[config.mk]
export PLATFORM = sky130hd
export DESIGN_NAME = stop_and_wait_frame_sender_flat
export DESIGN_NICKNAME = d
export VERILOG_FILES = /design/src/sv/sws_pkg.sv /design/src/sv/sws_in_if.sv /design/src/sv/sws_out_if.sv /design/src/sv/sws_payload_ram.sv /design/src/sv/sws_engine.sv /design/src/sv/stop_and_wait_frame_sender.sv /design/src/flat_wrapper.sv
export SDC_FILE = /design/constraint.sdc
export NUM_CORES = 1
export LEC_CHECK = 0
export BUFFER_PORTS_ARGS = -buffer_cell sky130_fd_sc_hd__buf_2
export CORE_AREA = 2 2 311 313
export DETAILED_ROUTE_END_ITERATION = 8
export DIE_AREA = 0 0 313 315
export GPL_ROUTABILITY_DRIVEN = 0
export GPL_TIMING_DRIVEN = 0
export SYNTH_ARGS = -nofsm -noshare
export SYNTH_HDL_FRONTEND = slang
export SYNTH_HIERARCHICAL = 1
export SYNTH_SLANG_ARGS = --single-unit
[constraint.sdc]
create_clock -name clk -period 7 [get_ports clk]
set_input_delay 1.4 -clock clk [delete_from_list [all_inputs] [get_ports clk]]
set_output_delay 1.4 -clock clk [all_outputs]
set_load 0.03 [all_outputs]
[src/sv/sws_pkg.sv]
package sws_pkg;

  // Payload buffer geometry
  localparam int PAYLOAD_DEPTH = 64;
  localparam int PTR_W   = $clog2(PAYLOAD_DEPTH + 1);
  localparam int PADDR_W = (PAYLOAD_DEPTH > 1) ? $clog2(PAYLOAD_DEPTH) : 1;
  localparam int FIDX_W  = $clog2(PAYLOAD_DEPTH + 6);

  // Frame layout: byte positions of the header
  localparam int IDX_START  = 0;
  localparam int IDX_TYPE   = 1;
  localparam int IDX_SEQ    = 2;
  localparam int IDX_LEN_HI = 3;
  localparam int IDX_LEN_LO = 4;
  localparam int HDR_LEN    = 5;

  localparam logic [7:0] FRAME_START = 8'hAA;
  localparam logic [7:0] CRC_POLY    = 8'h07;
  localparam logic [7:0] CODE_ACK    = 8'h06;

  // Item modes
  localparam logic [2:0] MODE_LOAD  = 3'd0;
  localparam logic [2:0] MODE_SEND  = 3'd1;
  localparam logic [2:0] MODE_SLOT  = 3'd2;
  localparam logic [2:0] MODE_REPLY = 3'd3;
  localparam logic [2:0] MODE_TICK  = 3'd4;

  // Status codes
  localparam logic [2:0] ST_NONE      = 3'd0;
  localparam logic [2:0] ST_DELIVERED = 3'd1;
  localparam logic [2:0] ST_EXHAUSTED = 3'd2;
  localparam logic [2:0] ST_BAD_LEN   = 3'd3;
  localparam logic [2:0] ST_REFUSED   = 3'd4;

  // Configuration register indexes and reset values
  localparam logic [1:0] CFG_RESPONSE_TIMEOUT = 2'd0;
  localparam logic [1:0] CFG_RETRY_GAP        = 2'd1;
  localparam logic [1:0] CFG_MAX_ATTEMPTS     = 2'd2;

  localparam logic [15:0] RST_RESPONSE_TIMEOUT = 16'd500;
  localparam logic [15:0] RST_RETRY_GAP        = 16'd200;
  localparam logic [3:0]  RST_MAX_ATTEMPTS     = 4'd5;

  typedef enum logic [1:0] {
    PH_IDLE,
    PH_SEND,
    PH_REPLY,
    PH_GAP
  } phase_t;

  typedef struct packed {
    logic [2:0]  mode;
    logic [7:0]  data_byte;
    logic [7:0]  frame_type;
    logic [15:0] frame_length;
  } item_t;

  typedef struct packed {
    logic       tx_valid;
    logic [7:0] tx_byte;
    logic       done_res;
    logic [2:0] status;
    logic [3:0] attempt_number;
    logic [7:0] sequence_out;
  } result_t;

  typedef struct packed {
    logic [15:0] response_timeout;
    logic [15:0] retry_gap;
    logic [3:0]  max_attempts;
  } cfg_t;

  typedef struct packed {
    logic               en;
    logic [PADDR_W-1:0] addr;
    logic [7:0]         data;
  } mem_wr_t;

  // CRC-8, one byte per call
  function automatic logic [7:0] crc_add(input logic [7:0] crc, input logic [7:0] b);
    logic [7:0] c;
    c = crc ^ b;
    for (int k = 0; k < 8; k++) begin
      c = c[7] ? ((c << 1) ^ CRC_POLY) : (c << 1);
    end
    return c;
  endfunction

endpackage

[src/sv/sws_in_if.sv]
interface sws_in_if;
  import sws_pkg::*;

  logic  valid;
  logic  ready;
  item_t data;

  modport source (output valid, output data, input ready);
  modport sink   (input valid, input data, output ready);
endinterface

[src/sv/sws_out_if.sv]
interface sws_out_if;
  import sws_pkg::*;

  logic    valid;
  logic    ready;
  result_t data;

  modport source (output valid, output data, input ready);
  modport sink   (input valid, input data, output ready);
endinterface

[src/sv/sws_payload_ram.sv]
module sws_payload_ram (
  input  logic                        clk,
  input  sws_pkg::mem_wr_t            wr,
  input  logic                        rd_en,
  input  logic [sws_pkg::PADDR_W-1:0] rd_addr,
  output logic [7:0]                  rd_data
);
  import sws_pkg::*;

  logic [7:0] mem [PAYLOAD_DEPTH];

  // Write port
  always_ff @(posedge clk) begin
    if (wr.en) begin
      mem[wr.addr] <= wr.data;
    end
  end

  // Registered read port
  always_ff @(posedge clk) begin
    if (rd_en) begin
      rd_data <= mem[rd_addr];
    end
  end
endmodule

[src/sv/sws_engine.sv]
module sws_engine (
  input  logic                        clk,
  input  logic                        rst_n,
  input  logic                        go,
  input  sws_pkg::item_t              item,
  input  sws_pkg::cfg_t               cfg,
  input  logic [7:0]                  rd_data,
  output logic [sws_pkg::PADDR_W-1:0] rd_addr,
  output sws_pkg::mem_wr_t            wr,
  output sws_pkg::result_t            res
);
  import sws_pkg::*;

  phase_t             phase_r, phase_nxt;
  logic [7:0]         seq_r, seq_nxt;
  logic [3:0]         ac_r, ac_nxt, ac_pre;
  logic [FIDX_W-1:0]  fi_r, fi_nxt;
  logic [7:0]         crc_r, crc_nxt;
  logic [15:0]        wt_r, wt_nxt;
  logic               rc_r, rc_nxt;
  logic [7:0]         rfirst_r, rfirst_nxt;
  logic [PTR_W-1:0]   lp_r, lp_nxt;
  logic [7:0]         htype_r, htype_nxt;
  logic [PTR_W-1:0]   hlen_r, hlen_nxt;

  logic [3:0]         maxa;
  logic [FIDX_W-1:0]  end_idx;
  logic [15:0]        hlen16;
  logic [16:0]        wt_inc;
  logic [FIDX_W-1:0]  pay_idx;
  logic               fail;
  logic               done;
  logic [2:0]         st;
  logic               txv;
  logic [7:0]         txb;

  assign maxa    = (cfg.max_attempts == 4'd0) ? 4'd1 : cfg.max_attempts;
  assign end_idx = FIDX_W'(HDR_LEN) + FIDX_W'(hlen_r);
  assign hlen16  = 16'(hlen_r);
  assign wt_inc  = {1'b0, wt_r} + 17'd1;

  // Prefetch address: payload byte for the frame index the next item will see
  assign pay_idx = fi_nxt - FIDX_W'(HDR_LEN);
  assign rd_addr = pay_idx[PADDR_W-1:0];

  // Next state and result
  always_comb begin
    phase_nxt  = phase_r;
    seq_nxt    = seq_r;
    ac_pre     = ac_r;
    fi_nxt     = fi_r;
    crc_nxt    = crc_r;
    wt_nxt     = wt_r;
    rc_nxt     = rc_r;
    rfirst_nxt = rfirst_r;
    lp_nxt     = lp_r;
    htype_nxt  = htype_r;
    hlen_nxt   = hlen_r;
    wr         = '0;
    fail       = 1'b0;
    done       = 1'b0;
    st         = ST_NONE;
    txv        = 1'b0;
    txb        = 8'd0;

    if (go) begin
      case (item.mode)
        MODE_LOAD: begin
          if (phase_r != PH_IDLE) begin
            st = ST_REFUSED;
          end else if (lp_r < PTR_W'(PAYLOAD_DEPTH)) begin
            wr.en   = 1'b1;
            wr.addr = lp_r[PADDR_W-1:0];
            wr.data = item.data_byte;
            lp_nxt  = lp_r + PTR_W'(1);
          end
        end
        MODE_SEND: begin
          if (phase_r != PH_IDLE) begin
            st = ST_REFUSED;
          end else if (item.frame_length == 16'd0 ||
                       item.frame_length > 16'(PAYLOAD_DEPTH)) begin
            done = 1'b1;
            st   = ST_BAD_LEN;
          end else begin
            seq_nxt   = seq_r + 8'd1;
            ac_pre    = 4'd1;
            htype_nxt = item.frame_type;
            hlen_nxt  = item.frame_length[PTR_W-1:0];
            lp_nxt    = '0;
            phase_nxt = PH_SEND;
            fi_nxt    = '0;
            crc_nxt   = 8'd0;
          end
        end
        MODE_SLOT: begin
          if (phase_r == PH_SEND) begin
            txv = 1'b1;
            case (fi_r)
              FIDX_W'(IDX_START):  txb = FRAME_START;
              FIDX_W'(IDX_TYPE):   txb = htype_r;
              FIDX_W'(IDX_SEQ):    txb = seq_r;
              FIDX_W'(IDX_LEN_HI): txb = hlen16[15:8];
              FIDX_W'(IDX_LEN_LO): txb = hlen16[7:0];
              default:             txb = (fi_r < end_idx) ? rd_data : crc_r;
            endcase
            if (fi_r != FIDX_W'(IDX_START) && fi_r < end_idx) begin
              crc_nxt = crc_add(crc_r, txb);
            end
            if (fi_r >= end_idx) begin
              phase_nxt = PH_REPLY;
              wt_nxt    = 16'd0;
              rc_nxt    = 1'b0;
            end else begin
              fi_nxt = fi_r + FIDX_W'(1);
            end
          end
        end
        MODE_REPLY: begin
          if (phase_r == PH_REPLY) begin
            if (!rc_r) begin
              rfirst_nxt = item.data_byte;
              rc_nxt     = 1'b1;
              wt_nxt     = 16'd0;
            end else begin
              rc_nxt = 1'b0;
              if (rfirst_r == CODE_ACK && item.data_byte == seq_r) begin
                phase_nxt = PH_IDLE;
                done      = 1'b1;
                st        = ST_DELIVERED;
              end else begin
                fail = 1'b1;
              end
            end
          end
        end
        MODE_TICK: begin
          if (phase_r == PH_REPLY) begin
            wt_nxt = wt_inc[15:0];
            if (wt_inc >= {1'b0, cfg.response_timeout}) begin
              rc_nxt = 1'b0;
              fail   = 1'b1;
            end
          end else if (phase_r == PH_GAP) begin
            wt_nxt = wt_inc[15:0];
            if (wt_inc >= {1'b0, cfg.retry_gap}) begin
              ac_pre    = ac_r + 4'd1;
              phase_nxt = PH_SEND;
              fi_nxt    = '0;
              crc_nxt   = 8'd0;
            end
          end
        end
        default: begin
        end
      endcase

      // Failed attempt: give up, retry at once, or wait out the gap
      if (fail) begin
        if (ac_r >= maxa) begin
          phase_nxt = PH_IDLE;
          done      = 1'b1;
          st        = ST_EXHAUSTED;
        end else if (cfg.retry_gap == 16'd0) begin
          ac_pre    = ac_r + 4'd1;
          phase_nxt = PH_SEND;
          fi_nxt    = '0;
          crc_nxt   = 8'd0;
        end else begin
          phase_nxt = PH_GAP;
          wt_nxt    = 16'd0;
        end
      end
    end

    ac_nxt = (done && (st == ST_DELIVERED || st == ST_EXHAUSTED)) ? 4'd0 : ac_pre;

    res.tx_valid       = txv;
    res.tx_byte        = txb;
    res.done_res       = done;
    res.status         = st;
    res.attempt_number = (phase_nxt == PH_IDLE && !done) ? 4'd0 : ac_pre;
    res.sequence_out   = seq_nxt;
  end

  // State registers
  always_ff @(posedge clk) begin
    if (!rst_n) begin
      phase_r  <= PH_IDLE;
      seq_r    <= 8'd0;
      ac_r     <= 4'd0;
      fi_r     <= '0;
      crc_r    <= 8'd0;
      wt_r     <= 16'd0;
      rc_r     <= 1'b0;
      rfirst_r <= 8'd0;
      lp_r     <= '0;
      htype_r  <= 8'd0;
      hlen_r   <= '0;
    end else begin
      phase_r  <= phase_nxt;
      seq_r    <= seq_nxt;
      ac_r     <= ac_nxt;
      fi_r     <= fi_nxt;
      crc_r    <= crc_nxt;
      wt_r     <= wt_nxt;
      rc_r     <= rc_nxt;
      rfirst_r <= rfirst_nxt;
      lp_r     <= lp_nxt;
      htype_r  <= htype_nxt;
      hlen_r   <= hlen_nxt;
    end
  end

  // Idle always means no attempt in flight
  a_idle_no_attempt: assert property (@(posedge clk) disable iff (!rst_n)
    phase_r == PH_IDLE |-> ac_r == 4'd0)
    else $error("attempt count nonzero while idle");

  // A finished message leaves the block idle
  a_done_idle: assert property (@(posedge clk) disable iff (!rst_n)
    go && res.done_res |=> phase_r == PH_IDLE)
    else $error("message finished but phase not idle");

  // Frame index never runs past the CRC byte
  a_fi_bound: assert property (@(posedge clk) disable iff (!rst_n)
    phase_r == PH_SEND |-> fi_r <= end_idx)
    else $error("frame index past end of frame");

  // The buffer is written only while idle
  a_load_idle: assert property (@(posedge clk) disable iff (!rst_n)
    wr.en |-> phase_r == PH_IDLE && lp_r < PTR_W'(PAYLOAD_DEPTH))
    else $error("payload write outside idle or beyond depth");
endmodule

[src/sv/stop_and_wait_frame_sender.sv]
// Each result is registered: the execute stage holding the transferred item feeds the output
// register, from which the result transfers once ready is high.
// Throughput: one item per cycle unless the output stalls; the payload byte for the next
// transmit slot is prefetched from the registered-read payload RAM while the current item executes.
// A stalled result register holds one result and the execute stage one more item before ready drops.
// Reset (rst_n low, synchronous): control state and sequence number clear, registers return to
// timeout 500, gap 200, attempts 5; the payload RAM is not cleared.
module stop_and_wait_frame_sender (
  input  logic        clk,
  input  logic        rst_n,
  input  logic        cfg_we,
  input  logic [1:0]  cfg_index,
  input  logic [15:0] cfg_wdata,
  sws_in_if.sink      in_ch,
  sws_out_if.source   out_ch
);
  import sws_pkg::*;

  cfg_t               cfg_r;
  logic               s1_v_r;
  item_t              item_r;
  logic               out_v_r;
  result_t            out_data_r;
  logic               go;
  logic               in_xfer;
  logic [PADDR_W-1:0] rd_addr;
  logic [7:0]         rd_data;
  mem_wr_t            wr;
  result_t            res;

  // Configuration registers
  always_ff @(posedge clk) begin
    if (!rst_n) begin
      cfg_r.response_timeout <= RST_RESPONSE_TIMEOUT;
      cfg_r.retry_gap        <= RST_RETRY_GAP;
      cfg_r.max_attempts     <= RST_MAX_ATTEMPTS;
    end else if (cfg_we) begin
      unique case (cfg_index)
        CFG_RESPONSE_TIMEOUT: cfg_r.response_timeout <= cfg_wdata;
        CFG_RETRY_GAP:        cfg_r.retry_gap        <= cfg_wdata;
        CFG_MAX_ATTEMPTS:     cfg_r.max_attempts     <= cfg_wdata[3:0];
        default: begin
        end
      endcase
    end
  end

  // Pipeline control
  assign go          = s1_v_r && (!out_v_r || out_ch.ready);
  assign in_ch.ready = !s1_v_r || go;
  assign in_xfer     = in_ch.valid && in_ch.ready;

  // Execute-stage item register
  always_ff @(posedge clk) begin
    if (!rst_n) begin
      s1_v_r <= 1'b0;
    end else if (in_ch.ready) begin
      s1_v_r <= in_ch.valid;
    end
  end

  always_ff @(posedge clk) begin
    if (in_xfer) begin
      item_r <= in_ch.data;
    end
  end

  sws_payload_ram u_ram (
    .clk     (clk),
    .wr      (wr),
    .rd_en   (in_xfer),
    .rd_addr (rd_addr),
    .rd_data (rd_data)
  );

  sws_engine u_engine (
    .clk     (clk),
    .rst_n   (rst_n),
    .go      (go),
    .item    (item_r),
    .cfg     (cfg_r),
    .rd_data (rd_data),
    .rd_addr (rd_addr),
    .wr      (wr),
    .res     (res)
  );

  // Output register
  always_ff @(posedge clk) begin
    if (!rst_n) begin
      out_v_r <= 1'b0;
    end else if (go) begin
      out_v_r <= 1'b1;
    end else if (out_ch.ready) begin
      out_v_r <= 1'b0;
    end
  end

  always_ff @(posedge clk) begin
    if (go) begin
      out_data_r <= res;
    end
  end

  assign out_ch.valid = out_v_r;
  assign out_ch.data  = out_data_r;

  // An executed item always lands in the output register
  a_go_fills_out: assert property (@(posedge clk) disable iff (!rst_n)
    go |=> out_v_r)
    else $error("executed item produced no result");

  // A stalled execute stage keeps its item
  a_stall_holds: assert property (@(posedge clk) disable iff (!rst_n)
    s1_v_r && !go |=> s1_v_r && $stable(item_r))
    else $error("stalled item lost");

  // A waiting result is not overwritten
  a_out_holds: assert property (@(posedge clk) disable iff (!rst_n)
    out_v_r && !out_ch.ready |=> out_v_r && $stable(out_data_r))
    else $error("pending result overwritten");
endmodule

[src/flat_wrapper.sv]
// flat-port wrapper written by rule: the top's interface ports become plain ports
module stop_and_wait_frame_sender_flat import sws_pkg::*;
  (clk, rst_n, cfg_we, cfg_index, cfg_wdata, in_ch_valid, in_ch_data, in_ch_ready, out_ch_valid, out_ch_data, out_ch_ready);
  sws_in_if in_ch_i ();
  sws_out_if out_ch_i ();
  input  logic clk;
  input  logic rst_n;
  input  logic cfg_we;
  input  logic [1:0] cfg_index;
  input  logic [15:0] cfg_wdata;
  input wire logic [$bits(in_ch_i.valid)-1:0] in_ch_valid;
  input wire logic [$bits(in_ch_i.data)-1:0] in_ch_data;
  output wire logic [$bits(in_ch_i.ready)-1:0] in_ch_ready;
  output wire logic [$bits(out_ch_i.valid)-1:0] out_ch_valid;
  output wire logic [$bits(out_ch_i.data)-1:0] out_ch_data;
  input wire logic [$bits(out_ch_i.ready)-1:0] out_ch_ready;
  assign in_ch_i.valid = in_ch_valid;
  assign in_ch_i.data = in_ch_data;
  assign in_ch_ready = in_ch_i.ready;
  assign out_ch_valid = out_ch_i.valid;
  assign out_ch_data = out_ch_i.data;
  assign out_ch_i.ready = out_ch_ready;
  stop_and_wait_frame_sender u_core (.clk(clk), .rst_n(rst_n), .cfg_we(cfg_we), .cfg_index(cfg_index), .cfg_wdata(cfg_wdata), .in_ch(in_ch_i), .out_ch(out_ch_i));
endmodule
## Word level (Yosys, flattened, before mapping)

Memory sizes are Yosys's and may differ from the RTL's. A register that Yosys moved wholly into a read port is not among the register bits.
Cells that the tools add are included.

| storage, ports and cells | value |
|---|---|
| memories | 1 |
| output and inout port bits | 27 |
| RAM bits | 512 |
| flip-flop bits (word level) | 174 |

| cells by class | value |
|---|---|
| eq/ne operators | 26 |
| reductions and logical operators | 34 |
| add/subtract/negate cells | 7 |
| bitwise operators | 13 |
| magnitude comparators | 7 |
| muxes and demuxes | 123 |

Memory list:

| name | depth | width | rd ports | clocked after memory_dff | write ports | line | RTL |
|---|---|---|---|---|---|---|---|
| u_core.u_ram.mem | 64 | 8 | 1 | 1 | 1 | sws_payload_ram.sv:10 | `logic [7:0] mem [PAYLOAD_DEPTH];` |

Operators by type and width:

| cell | count |
|---|---|
| $mux W16 | 9 |
| $mux W8 | 18 |
| $mux W7 | 15 |
| $mux W15 | 4 |
| $pmux W16 S3 | 1 |
| $mux W4 | 10 |
| $pmux W8 S5 | 1 |
| $mux W3 | 13 |
| $ge A17 B16 Y1 | 2 |
| $logic_not A16 Y1 | 2 |
| $mux W2 | 15 |
| $mux W1 | 28 |
| $not A3 Y3 | 8 |
| $pmux W8 S3 | 1 |
| $pmux W7 S3 | 1 |
| $ne A2 B2 Y1 const B | 9 |
| $add A16 B1 Y17 const B | 1 |
| $gt A16 B7 Y1 const B | 1 |
| $add A7 B1 Y7 const B | 2 |
| $eq A7 B2 Y1 const B | 2 |
| $pmux W7 S2 | 1 |
| $eq A3 B2 Y1 const B | 3 |
| $pmux W3 S3 | 1 |
| $add A8 B1 Y8 const B | 1 |
| other kinds (36) | 61 |

## Longest topological paths before layout

Gate-level depths: netlist of the first run.

| depth | value |
|---|---|
| word-level depth | 30 |
| depth in mapped cells | 27 |

## Hierarchy

Netlist of the first run, hierarchy kept.

By module, submodules not included:

| module | instances | area each (um^2) | cells each |
|---|---|---|---|
| sws_payload_ram | 1 | 20,270.7 | 972 |
| sws_engine | 1 | 6,690.2 | 877 |
| stop_and_wait_frame_sender | 1 | 3,337.0 | 213 |

## Least setup slack after synthesis of the first run

No wires, ideal clock.

| path | value |
|---|---|
| path type | input to register |
| start point | input port out_ch_ready |
| end point | memory u_core.u_ram.mem[28][0] (enable) |
| setup time | 370 ps |
| stages | 11 |
| arrival | 5,496 ps |
| setup slack | 1,133 ps |
| path through | nor2b_1 nor2b_1 nand4b_1 nor3_1 clkbuf_1 and2_1 clkbuf_1 or3b_2 or2_2 clkbuf_1 nor2_1 |

RTL lines:

| item | line | RTL |
|---|---|---|
| start, declared | flat_wrapper.sv:16 | `input wire logic [$bits(out_ch_i.ready)-1:0] out_ch_ready;` |
| end, declared | sws_payload_ram.sv:10 |  |

## Final worst setup path of the first run

| path | value |
|---|---|
| start point | register u_core.u_engine.wt_r[2] |
| end point | register u_core.u_ram.rd_data[5], read port of u_core.u_ram.mem, data pin |

| between the ends | value |
|---|---|
| longest elaborated chain between the ends | 11 |

RTL lines:

| item | line | RTL |
|---|---|---|
| start, declared | sws_engine.sv:19 | `logic [15:0] wt_r, wt_nxt;` |
| start signal, assigned | sws_engine.sv:206 | `wt_r <= wt_nxt;` |
| $add A16 B1 Y17 (*) | sws_engine.sv:40 | `assign wt_inc = {1'b0, wt_r} + 17'd1;` |
| $ge A17 B16 Y1 | sws_engine.sv:146 | `if (wt_inc >= {1'b0, cfg.retry_gap}) begin` |
| $mux W7 | sws_engine.sv:146 |  |
| $mux W7 | sws_engine.sv:144 | `end else if (phase_r == PH_GAP) begin` |
| $mux W7 | sws_engine.sv:138 | `if (phase_r == PH_REPLY) begin` |
| $pmux W7 S3 | sws_engine.sv:67 | `case (item.mode)` |
| $mux W7 | sws_engine.sv:164 | `end else if (cfg.retry_gap == 16'd0) begin` |
| $mux W7 | sws_engine.sv:160 | `if (ac_r >= maxa) begin` |
| $mux W7 (*) | sws_engine.sv:159 | `if (fail) begin` |
| $mux W7 (*) | sws_engine.sv:66 | `if (go) begin` |
| $sub A6 B3 Y6 (*) | sws_engine.sv:43 | `assign pay_idx = fi_nxt - FIDX_W'(HDR_LEN);` |
| net u_core.rd_addr[0] | stop_and_wait_frame_sender.sv:26 | `logic [PADDR_W-1:0] rd_addr;` |
| end, declared | sws_payload_ram.sv:6 | `output logic [7:0] rd_data` |

The timed path passes the listed nets; every way through them passes the cells marked *. The select of a mux whose other input is x is not followed.
A chain may end at the register's enable or synchronous reset.

==> metrics.md, run 1 <==
| Metric | Value |
|---|---|
| Cells after synthesis | 2062 |
| Status | complete, no violations |
| Yosys cell types | 108 |
| Post-CTS Hold Buffers | 0 |
| Antenna violations before repair | 0 |
| Detailed Place HPWL | 58000 um |
| Crit path kind | flop to flop |
| CORE AREA | about 96000 um^2 |
| Clk network pwr share | 44.1% |
| # IOs | between 80 and 90 |
| Pin count of the biggest net entering global routing | 49 |
| Detailed Route WL | 82700 um |
| Critical Path RT | 7320 ps |
| Relative slew slack | 31.8% |
| CTS clock-pin slew for the worst setup and hold paths | 60 ps |
| Met1 wire length | about 33000 um |
| Antenna Nets Post-Route | 0 |
| TritonRoute pass-1 iters | 7 |
| MaxCap Viol Count | 0 |
| Slew @ Worst Pin | 1020 ps |
| First DRT Iteration DRCs | 2364 |
| Final nets | 2345 |
| Clock buffer count from CTS | 74 |
| Ant. Diodes | 0 |
| DR vias | 19.1k |
| Comb power frac | 6.0% |
| Clock buffer depth | 3 |
| Final worst path period share | 95.4% |
| Crit-path max cell delay | between 400 and 500 ps |
| Net Sw Power | 2.06 mW |
| Share of cells above drive strength 1 | 20.1% |
| # fillers | 8977 |
| Final worst-path setup slack | 325 ps |
| Syn Nets | 2173 |
| Top FF cell, synth | edfxtp_1 |
| Row cnt | 114 |
| Post-route DRC | 0 |
| Die Wd | 313 um |
| Post-synthesis sequential area ratio | 65.0% |
| TritonCTS clock tree | done |
| Pleak | 11.0 nW |
| Asr flop ratio synth | 0% |
| First-pass GRT wire length | 123000 um |
| Yosys warns | 6 |
| Crit end category | flop |
| Skew-Pair Late Insertion Delay | 660 ps |
| Starting Density | 31.7% |
| RSZ-0062 raised after global routing | yes |
| Met2 wire len | roughly 40000 um |
| Final Hold Violating Endpoints | 0 |
| Slew Viols, Final | 0 |
| Area occupied by multi-input gates | 9820 um^2 |
| Setup-failing EPs final | 0 |
| Area grow syn2layout | 15.9% |
| HP Class | flop to flop |
| Crit Path Max Fanout | 10 |
| H-tree depth | 3 |
| Int Power | 6.94 mW |
| Slowest-stage cell, CP | a311oi_4 |
| GRT Total Usage | 16.7% |
| Vias in the first global route | 18.8k |
| Clock Tree Root | clkbuf_16 |
| Post-Route Skew | 29.6 ps |
| WL met3 | 6520 um |
| Number of synthesized flops with an enable pin | 580 |
| Peak supply drop | 0.195 mV |
| Startpoint types | flop |
| Total grt overflow | 0 |
| Setup slack at placement | -520 ps |
| WL/cell | 23.2 um |
| Final min period | 6680 ps |
| CP Data Arrival Time | 7000 ps |
| Switching Fraction | 22.9% |
| FF/Latch Area | 19700 um^2 |
| Die Span Y | 315 um |
| Full die area | 98600 um^2 |
| Maximum clock frequency | 150 MHz |
| FF+latch count, synth | 694 |
| Core Util, Final | 36.7% |
| Final Total Pwr | 9.00 mW |
| Cell Pwr Density | 256 nW/um^2 |
| Sequential Power Share | 49.9% |
| Mapped cell area | 30300 um^2 |
| DR vias/cell | 5.34 |
| Avg Inst Size Synth | 14.7 um^2 |
| IO buf count | between 80 and 90 |
| Clock sinks | 694 |
| DR top layer | met4 |
-- power by group through the flow --
stage                     clock (mW)  sequential (mW)  combinational, mW
after floorplan                    0             4.58              0.312
after global placement             0             4.58              0.512
after detailed placement           0             4.58              0.523
after CTS                       4.05             4.49              0.527
after global routing            4.21             4.49              0.568
final                           3.97             4.49              0.537
-- routing by layer --
metal / track usage, % / vias to the layer above
li1: - / 8341
met1: 22.0 / 9693
met2: 27.2 / 851
met3: 3.02 / 170
met4: 6.96 / 0
met5: 0 / -
-- metrics by stage --
stage          instance area [um^2]  TNS, ps  hold slack [ps]  std cells
3_3_place_gp                  32300  -287170              445       3422
2_1_floorplan                 30300        0              435       2062
4_1_cts                       35000        0              463       3569
5_1_grt                       35100    -28.5              481       3571
6_report                      35100        0              465       3571
3_5_place_dp                  32500    -3180              447       3431
-- what timing repair did --
action / in CTS / in global routing
pin swaps: 1 / 2
endpoints found under the setup margin: 8 / 8
setup buffers: 1 / 3
gates resized for setup: 8 / 32
-- state kept, by name (all words and copies together) (netlist names), 8 cells and up --
signal                    flops
u_core/u_engine/rfirst_r      8
u_core/u_ram/mem            512
u_core/out_ch.data           25
u_core/u_engine/htype_r       8
u_core/u_engine/crc_r         8
u_core/item_r                35
u_core/u_ram/rd_data          8
u_core/cfg_r                 36
u_core/u_engine/seq_r         8
u_core/u_engine/wt_r         16
-- Yosys cell counts, drive strengths merged, types with 5 or more instances --
master / n / area share (%)
a21oi: 75 / 1.3
o2bb2ai: 6 / 0.17
mux4: 124 / 9.2
o31ai: 7 / 0.17
nor3: 25 / 0.45
a221oi: 14 / 0.40
nor2: 181 / 2.3
a22oi: 15 / 0.39
o221ai: 9 / 0.26
a221o: 5 / 0.17
o21a: 5 / 0.12
a31oi: 15 / 0.36
o211ai: 16 / 0.41
xnor2: 20 / 0.58
or3: 6 / 0.12
nand3b: 7 / 0.17
ha: 53 / 2.2
nand2: 160 / 2.0
o22ai: 23 / 0.47
xor2: 32 / 0.93
clkbuf: 55 / 0.75
nand2b: 11 / 0.23
nand3: 52 / 0.91
buf: 52 / 1.3
a2111oi: 7 / 0.33
a211oi: 11 / 0.31
inv: 62 / 0.77
dfxtp: 114 / 7.5
edfxtp: 580 / 57
nor2b: 25 / 0.52
a21o: 13 / 0.33
nor4: 13 / 0.32
and3: 20 / 0.42
or2: 10 / 0.21
a211o: 7 / 0.20
nand4: 20 / 0.41
mux2i: 63 / 2.1
o21ai: 42 / 0.69
o21bai: 6 / 0.19
a311oi: 10 / 0.35
and2: 27 / 0.56
-- critical path: cells and delay by family (launching register included) --
kind                     cells  cell delay [ps]
multiplexers                 1              380
AO/OA/AOI/OAI                6             1500
XOR/XNOR                     1              130
buffers and inverters        6             1280
adder cells (fa/ha/maj)      2              620
AND/OR/NAND/NOR             10             2130
flip-flops                   1              300
-- kinds of logic after synthesis --
logic type / after synthesis / share of synthesized area [%]
buffers and inverters: 173 / 2.89
AOI/OAI and AO/OA: 319 / 7.66
xor gates and xnor gates: 52 / 1.50
and+or+nand+nor: 583 / 9.40
muxes: 188 / 11.3
adders and majority gates: 53 / 2.19
DFF: 694 / 65.0
-- worst paths after layout --
kind,slack (ps),to,start,depth (start not counted)
setup / recovery,320,u_core/u_ram/rd_data[5]$_DFFE_PP_,u_core/u_engine/wt_r[2]$_SDFFE_PN0P_,26
hold / removal,460,u_core/cfg_r[29]$_SDFFE_PN0P_,u_core/cfg_r[29]$_SDFFE_PN0P_,2
setup reg to reg,320,u_core/u_ram/rd_data[5]$_DFFE_PP_,u_core/u_engine/wt_r[2]$_SDFFE_PN0P_,26
hold reg to reg,460,u_core/cfg_r[29]$_SDFFE_PN0P_,u_core/cfg_r[29]$_SDFFE_PN0P_,2
-- layout by cell type, fill, tap and decap left out, drive strengths merged, types with 23 or more instances in the layout --
cell      n
mux2i    63
edfxtp  580
buf     144
clkbuf  153
ha       53
nor2    181
dfxtp   114
nor3     25
nand3    52
o22ai    23
o21ai    42
clkinv   33
mux4    124
xor2     32
and2     27
nand2   160
inv      65
a21oi    75
nor2b    25
-- final cells by class --
| cell class | instances | area share, % |
|---|---|---|
| sequential | 694 | 56.1 |
| multi-input combinational | 1195 | 28.0 |
| clock buffer | 94 | 5.66 |
| tap | 1276 | 4.55 |
| buffer | 107 | 1.87 |
| timing repair buffer | 97 | 1.80 |
| clock inverter | 43 | 1.38 |
| inverter | 65 | 0.698 |
No activity file was read; power rests on OpenSTA's default activity.
==> inputs of run 2 (changes only) <==
--- a/config.mk
+++ b/config.mk
@@ -11,6 +11,7 @@
 export DIE_AREA = 0 0 313 315
 export GPL_ROUTABILITY_DRIVEN = 0
 export GPL_TIMING_DRIVEN = 0
+export RECOVER_POWER = 50
 export SYNTH_ARGS = -nofsm -noshare
 export SYNTH_HDL_FRONTEND = slang
 export SYNTH_HIERARCHICAL = 1
==> run 2 against run 1 <==
The run now ends with max-capacitance violations, max-slew violations left. Largest power group unchanged. Largest cell class unchanged. First-iteration DRC count rose by 0.85%. Critical path type unchanged. Setup slack improved by 18 ps. Via count increased by 0.70%. Global-route usage unchanged. Total power hardly changed. Highest routed layer unchanged.
==> metrics.md, run 2 (same netlist as run 1, synthesis figures left out) <==
| Metric | Value |
|---|---|
| Status | finished with violations |
| Failing checks | max-capacitance violations, max-slew violations |
| Clock Tree Root | clkbuf_16 |
| Final min period | 6660 ps |
| Grt met3 use | 3.02% |
| Final worst path period share | 95.1% |
| RSZ-0062 raised after global routing | yes |
| Setup-failing EPs final | 0 |
| Largest Register | u_core/u_ram/mem |
| Crit end category | flop |
| Hold slack | 466 ps |
| TritonRoute pass-1 iters | 5 |
| Detailed Place HPWL | 58000 um |
| GRT Total Usage | 16.7% |
| Area grow syn2layout | 15.3% |
| M2 GR Usage | 27.2% |
| Die Span Y | 315 um |
| Clock sinks | 694 |
| Slowest-stage cell, CP | a311oi_4 |
| CORE AREA | 95700 um^2 |
| Maximum clock frequency | 150 MHz |
| Critical Path RT | 7320 ps |
| Crit-path max cell delay | ~420 ps |
| CTS clock-pin slew for the worst setup and hold paths | 60 ps |
| Die Wd | around 310 um |
| Peak supply drop | between 0.15 and 0.2 mV |
| Met1 GRT Util | 22.0% |
| Antenna Nets Post-Route | 0 |
| Final Total Pwr | 8.99 mW |
| Most Used Layer, Global Route | met2 |
| Crit path kind | flop to flop |
| Top flop regs | u_core/u_ram/mem x512, u_core/cfg_r x36, u_core/item_r x35 |
| Final Hold Violating Endpoints | 0 |
| Setup TNS | 0 ps |
| Relative slew slack | -58.4% |
| DR vias | ~19k |
| Post-Route Skew | 28.7 ps |
| Placed cell area | 32500 um^2 |
| First-pass GRT wire length | 123000 um |
| Startpoint types | flop |
| MaxCap Viol Count | 10 |
| Cell total after placement | roughly 3.4k |
| Antenna violations before repair | 0 |
| Final nets | between 2k and 2.5k |
| IO buf count | 84 |
| Skew-Pair Late Insertion Delay | 660 ps |
| Slew Viols, Final | 325 |
| Post-route insts no fill | around 3.6k |
| Slew @ Worst Pin | 2380 ps |
| Ant. Diodes | 0 |
| Detailed Route WL | 82900 um |
| CP Data Arrival Time | 6980 ps |
| Full die area | 98600 um^2 |
| Pin count of the biggest net entering global routing | 49 |
| Row cnt | about 110 |
| Total grt overflow | 0 |
| Core Util, Final | between 30% and 40% |
| Max reg flops | around 510 |
| Setup slack at placement | -520 ps |
| Vias in the first global route | approximately 19k |
| DR vias/cell | about 5.4 |
| HP Class | flop to flop |
| WL/cell | 23.2 um |
| # IOs | 85 |
| Share of cells above drive strength 1 | between 15 and 20% |
| H-tree depth | 3 |
| Clock buffer count from CTS | 74 |
| CP most frequent cell | nand3_1 |
| Post-route DRC | 0 |
| Clock buffer depth | 3 |
| Cell Pwr Density | between 200 and 300 nW/um^2 |
| Cell area after layout | 34900 um^2 |
| First DRT Iteration DRCs | 2384 |
| Pleak | around 11 nW |
| Crit Path Max Fanout | 10 |
| Starting Density | about a third |
| Most common cell after layout, fill and taps aside | edfxtp_1 |
| TritonCTS clock tree | done |
| Final worst-path setup slack | around 340 ps |
| Most frequent cells in the layout | edfxtp_1 (580), nor2_1 (179), nand2_1 (159) |
-- run 2: cell count changes in the layout (fill, tap and decap cells not counted), sizes merged --
cell	before	now
buf	144	86
clkbuf	153	211
-- run 2: path summary, 6_finish.rpt --
check,depth (start not counted),slack (ps),endpoint,start
max reg2reg,25,340,u_core/u_ram/rd_data[5]$_DFFE_PP_,u_core/u_engine/wt_r[2]$_SDFFE_PN0P_
max,25,340,u_core/u_ram/rd_data[5]$_DFFE_PP_,u_core/u_engine/wt_r[2]$_SDFFE_PN0P_
min reg2reg,2,470,u_core/cfg_r[29]$_SDFFE_PN0P_,u_core/cfg_r[29]$_SDFFE_PN0P_
min,2,470,u_core/cfg_r[29]$_SDFFE_PN0P_,u_core/cfg_r[29]$_SDFFE_PN0P_
-- run 2: power by group --
part | switching (mW) | internal [mW]
clock network | 1.68 | 2.30
logic | 0.354 | 0.175
registers | 0.0257 | 4.46
total | 2.06 | 6.94
-- run 2: layout make-up --
class / instances / area (um^2)
clock buffers: 94 / 1990
well taps: 1276 / 1600
repair buffers: 97 / 473
plain buffers: 107 / 648
inverters: 65 / 245
clock inverters: 43 / 485
flip-flops and latches: 694 / 19700
multi-input cells: 1195 / 9790
fillers: 9025 / 60800
-- run 2: routing by layer --
layer	routed length, um	vias to the layer above
li1	-	8342
met1	33900	9793
met2	39400	865
met3	6380	188
met4	3320	0
met5	0	-
-- run 2: worst max-delay path, delay by kind of cell (launching register included) --
family / cells / cell delay, ps
DFF: 1 / 300
and+or+nand+nor: 12 / 2560
buffers and inverters: 5 / 1140
muxes: 1 / 380
AOI/OAI and AO/OA: 4 / 1230
adders and majority gates: 2 / 600
xor gates and xnor gates: 1 / 130
-- run 2: what timing repair did --
action | CTS | global route
setup endpoints to repair | 8 | 8
buffers inserted | 1 | 3
gates resized for setup | 8 | 32
pin swaps | 1 | 2
hold buffers | 0 | 0
